[src/rtl/core/seeded_byte_substitution_assert.svh]
// Assertion macros for the seeded byte substitution block.
// Expects clk_i and rst_ni in the scope of use.
`ifndef SEEDED_BYTE_SUBSTITUTION_ASSERT_SVH
`define SEEDED_BYTE_SUBSTITUTION_ASSERT_SVH

// same-cycle implication
`define SBS_ASSERT_IMPLY(lbl, ante, cons, msg) \
  lbl: assert property (@(posedge clk_i) disable iff (!rst_ni) (ante) |-> (cons)) \
    else $error(msg);

// next-cycle implication
`define SBS_ASSERT_NEXT(lbl, ante, cons, msg) \
  lbl: assert property (@(posedge clk_i) disable iff (!rst_ni) (ante) |=> (cons)) \
    else $error(msg);

`endif

[src/rtl/core/sbs_pkg.sv]
// Shared types and constants of the seeded byte substitution block.
// No dependencies.
`default_nettype none

package sbs_pkg;

  localparam int unsigned WORD_W      = 32;
  localparam int unsigned BYTE_W      = 8;
  localparam int unsigned MODE_W      = 2;
  localparam int unsigned TABLE_DEPTH = 256;
  localparam int unsigned ADDR_W      = $clog2(TABLE_DEPTH);
  localparam int unsigned CNT_W       = ADDR_W + 1;

  localparam logic [WORD_W-1:0] SEED_RESET = 32'h0037_8687;
  localparam logic [WORD_W-1:0] GEN_A_INIT = 32'hf1ea_5eec;
  localparam int unsigned       WARMUP_ROUNDS = 20;
  localparam int unsigned       ROT_B = 27;
  localparam int unsigned       ROT_C = 17;

  localparam logic [MODE_W-1:0] MODE_REBUILD = 2'd0;
  localparam logic [MODE_W-1:0] MODE_FWD     = 2'd1;
  localparam logic [MODE_W-1:0] MODE_INV     = 2'd2;

  typedef struct packed {
    logic load;  // reseed words
    logic step;  // advance one round
  } gen_ctrl_t;

endpackage

`default_nettype wire

[src/rtl/core/sbs_jsf32.sv]
// Four-word small fast generator, one round per cycle while step is set.
// Depends on sbs_pkg.
`default_nettype none

module sbs_jsf32 (
  input  logic                      clk_i,
  input  logic                      rst_ni,
  input  sbs_pkg::gen_ctrl_t        ctrl_i,
  input  logic [sbs_pkg::WORD_W-1:0] seed_i,
  output logic [sbs_pkg::WORD_W-1:0] rand_o
);
  import sbs_pkg::*;

  logic [WORD_W-1:0] a_q, b_q, c_q, d_q;
  logic [WORD_W-1:0] e, a_d, b_d, c_d, d_d;

  function automatic logic [WORD_W-1:0] rotl(input logic [WORD_W-1:0] x,
                                             input int unsigned k);
    rotl = (x << k) | (x >> (WORD_W - k));
  endfunction

  always_comb begin
    e   = a_q - rotl(b_q, ROT_B);
    a_d = b_q ^ rotl(c_q, ROT_C);
    b_d = c_q + d_q;
    c_d = d_q + e;
    d_d = e + a_d;
  end

  assign rand_o = d_d;

  always_ff @(posedge clk_i or negedge rst_ni) begin
    if (!rst_ni) begin
      a_q <= '0;
      b_q <= '0;
      c_q <= '0;
      d_q <= '0;
    end else if (ctrl_i.load) begin
      a_q <= GEN_A_INIT;
      b_q <= seed_i;
      c_q <= seed_i;
      d_q <= seed_i;
    end else if (ctrl_i.step) begin
      a_q <= a_d;
      b_q <= b_d;
      c_q <= c_d;
      d_q <= d_d;
    end
  end

endmodule

`default_nettype wire

[config.mk]
export PLATFORM = sky130hd
export DESIGN_NAME = sbs_jsf32
export DESIGN_NICKNAME = d
export VERILOG_FILES = /design/src/rtl/core/seeded_byte_substitution_assert.svh /design/src/rtl/core/sbs_pkg.sv /design/src/rtl/core/sbs_jsf32.sv
export SDC_FILE = /design/constraint.sdc
export NUM_CORES = 1
export LEC_CHECK = 0
export BUFFER_PORTS_ARGS = -buffer_cell sky130_fd_sc_hd__buf_2
export CAP_MARGIN = 40
export CORE_ASPECT_RATIO = 0.9
export CORE_MARGIN = 1.5
export CORE_UTILIZATION = 50
export CTS_CLUSTER_DIAMETER = 200
export DETAILED_ROUTE_END_ITERATION = 6
export GPL_TIMING_DRIVEN = 0
export PLACE_DENSITY = 0.71
export SLEW_MARGIN = 5
export SYNTH_ARGS = -nofsm -noshare
export SYNTH_HDL_FRONTEND = slang
export SYNTH_SLANG_ARGS = --single-unit
[constraint.sdc]
create_clock -name clk_i -period 6.2 [get_ports clk_i]
set_input_delay 1.24 -clock clk_i [delete_from_list [all_inputs] [get_ports clk_i]]
set_output_delay 1.24 -clock clk_i [all_outputs]
set_load 0.01 [all_outputs]
* Word-level counts from Yosys, hierarchy flattened
Cells that the tools add are included.
Operators by class: add/subtract/negate cells 4, reduce and logical (&&, ||, !) cells 1, bitwise logic cells 3, multiplexer cells 8
Operators by type and width (count):
- $mux W32 | 8
- $add A32 B32 Y32 | 3
- $or A32 B17 Y32 | 1
- $or A32 B27 Y32 | 1
- $sub A32 B32 Y32 | 1
- $xor A32 B32 Y32 | 1
- $reduce_bool A2 Y1 | 1
Word-level totals: bits in registers 128, output and inout port bits 32, word-level logic and storage cells 20

* Logic depth before layout (Yosys ltp)
depth after elaboration 5, gate-level depth with buffers 26

* Worst setup path after synthesis
Ideal clock, no wire load.
path type register to output, start register a_q[0], end output rand_o[31] in the netlist's numbering, cell stages (with the launch flop) 25, required time 4.960 ns, data arrival time 4.615 ns, path buffers 1, path slack 0.345 ns, cells stage by stage dfrtp_1 > inv_1 > ha_1 > inv_1 > fa_1 > a21o_1 > a21oi_1 > o21bai_1 > a31o_2 > a21oi_1 > nor4_1 > o211ai_1 > nand2_1 > xor2_1 > ha_1 > buf_6 > a21oi_1 > o21ai_1 > a31o_1 > a221oi_2 > o21bai_1 > or4_1 > nand2_1 > o211ai_1 > xnor2_1
Between the ends: longest elaborated chain between the ends 2
RTL lines:
- start: declaration | line sbs_jsf32.sv:14 | logic [WORD_W-1:0] a_q, b_q, c_q, d_q;
- start signal: assignment | line sbs_jsf32.sv:34 | a_q <= '0;
- start signal: assignment | line sbs_jsf32.sv:39 | a_q <= GEN_A_INIT;
- start signal: assignment | line sbs_jsf32.sv:44 | a_q <= a_d;
- $sub A32 B32 Y32 | line sbs_jsf32.sv:23 | e = a_q - rotl(b_q, ROT_B);
- $add A32 B32 Y32 | line sbs_jsf32.sv:27 | d_d = e + a_d;
- end: declaration | line sbs_jsf32.sv:10 | output logic [sbs_pkg::WORD_W-1:0] rand_o
No other way between the ends.

* Final worst setup path
Ends and elaborated chain as after synthesis.

==> flow_metrics.tcl <==
set metrics [dict create \
    critPathBufInv 3 \
    drt-pass1-iter-count 6 \
    htree_levels 4 \
    cts-hold-fix-buffers 0 \
    asyncSetResetFlopFracSynth_pct 100 \
    effective_utilization_at_floorplan_pct 50.9 \
    crit_top_cell "o21bai_1" \
    finish.net_count 1764 \
    num_rows 53 \
    gr-total-overflow 0 \
    post_synth_main_area_contributors "dfrtp_1 27%, ha_1 14%, a21oi_1 7.8%" \
    ant_nets 0 \
    worstHoldPathType "register to register" \
    pin_count_of_the_biggest_net_entering_global_routing 66 \
    via_count 12200 \
    core_um2 23300 \
    finalClockSkew_ps 7.40 \
    post_route_cells_drive_above_1_share_pct 16.9 \
    tightestPinTransition_ps 926 \
    grt_most_used_layer "met2" \
    postLayoutCoreUtil_pct 61.5 \
    combinational_family_with_the_most_area_after_synthesis "compound AO/OA/AOI/OAI gates" \
    clk_latency_ps 430 \
    failed_checks "setup timing" \
    grt_use_met3_pct 10.3 \
    portion_of_the_post_synthesis_area_used_by_sequential_elements_pct 27.0 \
    cts-buffers-inserted 17 \
    clock_tree.buffer_depth 2 \
    synth-adder-area-share_pct 14.3 \
    timing.critical_path.arrival_ps 5660 \
    fillerInstances 2085 \
    tritoncts "done" \
    grtUsageMet2_pct 54.9 \
    global_route.usage.total_pct 38.5 \
    worst_path_dominant_cell_family "compound AO/OA/AOI/OAI gates" \
    final_critical_path_setup_slack_ps -700 \
    period_share_pct 111 \
    clock_pin_slew_worst_setup_and_hold_paths_ps 60 \
    achievable-frequency_ghz 0.145 \
    critical_path_sink_type "output pin" \
    critPathMaxStageDelay_ps 540 \
    max_slew_headroom_pct 38.2 \
    hold_path.startpoint "a_q[26]$_DFFE_PN0P_" \
    synthDominantAreaCellType "dfrtp_1" \
    timing.critical_path.fanout_max 9 \
    clk_root_buffer_cell "clkbuf_16" \
    gr-usage-met1_pct 54.7 \
    synth_xor_area_share_pct 10.3 \
    antenna_cells_inserted 0 \
    gp_routability_congestion 1.03 \
    synthesis.area_per_instance_um2 8.18 \
    clock_sink_count 128 \
    rsz0062_at_grt "yes" \
    timing.critical_path.required_ps 4960 \
    route.detailed.wl_per_inst_um 24.4 \
    cap_violations 0 \
    post_drt_via_cell_ratio 6.41 \
    yosysWarnings 0 \
    dieArea_um2 24600 \
    syn_to_layout_area_delta_pct 20.9 \
    synth-compound-area-share_pct 27.1 \
    startpoint_type "register" \
    floorplan.io_pins 68 \
    slowest_stage "or4_4" \
    netlist.area_leader.share_pct 27.0 \
    die_height_um 149 \
    detail_route.drc_violations 0 \
    postSynthCellCount 1449 \
    finalSetupViolations 8 \
    synth-seq-cells 128 \
    r2r_start "a_q[0]$_DFFE_PN0P_" \
    synth_flop_cell "dfrtp_1" \
    die_w_um 165 \
    antenna_violations_before_repair 0 \
    final_period_minus_worst_setup_slack_ps 6900 \
    hpwl_um 35700 \
    status "complete, but fails checks" \
    syn_std_cell_area_um2 11800 \
    final-hold-violation-count 0 \
    detailedRoute.firstIterationViolations 1399 \
    synth_nets 1618 \
    timing.setup.critical_path_class "register to output pin" \
    synth_enable_flop_cells 0 \
    wl_um 46600 \
    grt_pass1_vias 11400 \
    muxShareOfSynthArea_pct 2.38 \
    critical_path_startpoint "a_q[0]$_DFFE_PN0P_" \
    number_of_max_slew_violations_in_the_final_report 0 \
    synth_simple_gate_area_share_pct 14.9 \
    count_of_different_cell_masters_after_synthesis 82 \
    numPortBuffers 65 \
    finalSetupTns_ps -2050 \
    global_route_wire_length_before_repair_um 68800 \
]
-- through the flow --
stage,hold slack [ps],area [µm²],worst slack (ps),std cells
2_1_floorplan,502,11800,345,1449
3_3_place_gp,536,12500,-694,1816
3_5_place_dp,541,12600,-701,1818
4_1_cts,557,13800,-484,1886
5_1_grt,586,14300,-868,1910
6_report,556,14300,-700,1910
-- path summary, 6_finish.rpt --
path | to | slack [ps] | cells after the start
min in group asynchronous | c_q[1]$_DFFE_PN0P_ | 820 | 1
setup / recovery | rand_o[31] | -700 | 25
setup reg to reg | c_q[30]$_DFFE_PN0P_ | 170 | 26
hold reg to reg | a_q[26]$_DFFE_PN0P_ | 560 | 2
hold / removal | a_q[26]$_DFFE_PN0P_ | 560 | 2
max in group asynchronous | b_q[14]$_DFFE_PN0P_ | 4610 | 2
-- cell type report --
cell class	count	area, µm²	share of cell area, %
inverter	67	251	1.76
timing repair buffer	129	871	6.08
multi-input combinational	1204	8840	61.7
clock buffer	22	464	3.24
tap	302	378	2.64
clock inverter	10	111	0.778
buffer	48	196	1.37
sequential	128	3210	22.4
-- cell usage after synthesis, types with 9 or more instances --
library cell	count
o21bai_1	13
nand3_1	22
ha_1	129
mux2i_1	27
nor2b_1	10
o21ai_1	20
nand4_1	16
xor2_1	71
buf_1	11
o21ai_0	111
inv_1	65
a31oi_1	14
a211oi_1	21
o21a_1	13
xnor2_1	64
dfrtp_1	128
nor3_1	28
clkbuf_1	34
a21o_1	62
nor2_1	159
and3_1	13
nand2b_1	15
nand2_1	108
a21oi_1	184
o211ai_1	9
-- state kept, by name (all words and copies together), names as in the netlist --
register / flops
b_q: 32
d_q: 32
a_q: 32
c_q: 32
-- layout by cell type (no fill, tap or decap), types with 9 or more instances in the layout --
cell type / n
a211oi_1: 21
a21o_1: 62
a21oi_1: 172
a31oi_1: 11
and3_1: 10
buf_1: 11
buf_2: 63
buf_4: 57
buf_6: 10
clkbuf_1: 37
clkbuf_16: 17
dfrtp_1: 126
ha_1: 113
ha_4: 10
inv_1: 61
mux2i_1: 27
nand2_1: 105
nand2b_1: 15
nand3_1: 21
nand4_1: 16
nor2_1: 158
nor2b_1: 9
nor3_1: 27
o211ai_1: 9
o21a_1: 11
o21ai_0: 102
o21ai_1: 22
o21bai_1: 13
xnor2_1: 54
xor2_1: 64
-- what timing repair did --
action,in CTS,in global routing
buffers inserted,36,30
resized for setup,66,69
pin swaps,27,56
setup endpoints to repair,15,16
-- tightest hold or removal path: stages, from the launching register on --
cell,delay [ps]
dfrtp_1,380
nor2_1,90
nor3_1,50
-- layer usage --
layer / vias up / routed length, µm / part of all wire (%)
li1: 5513 / - / -
met1: 5852 / 19800 / 42
met2: 731 / 19100 / 41
met3: 142 / 5570 / 12
met4: 0 / 2130 / 4.6
met5: - / 0 / 0
-- kinds of logic (layout without fill, tap and decap cells) --
group,after synthesis,after routing
AOI/OAI and AO/OA,512,512
and+or+nand+nor,394,394
xor gates and xnor gates,137,137
adders and majority gates,133,133
DFF,128,128
buffers and inverters,117,276
muxes,28,28
Power is left out: the tool's default activity adds up to more than one toggle a clock period on the data nets, which glitch-free logic cannot reach.
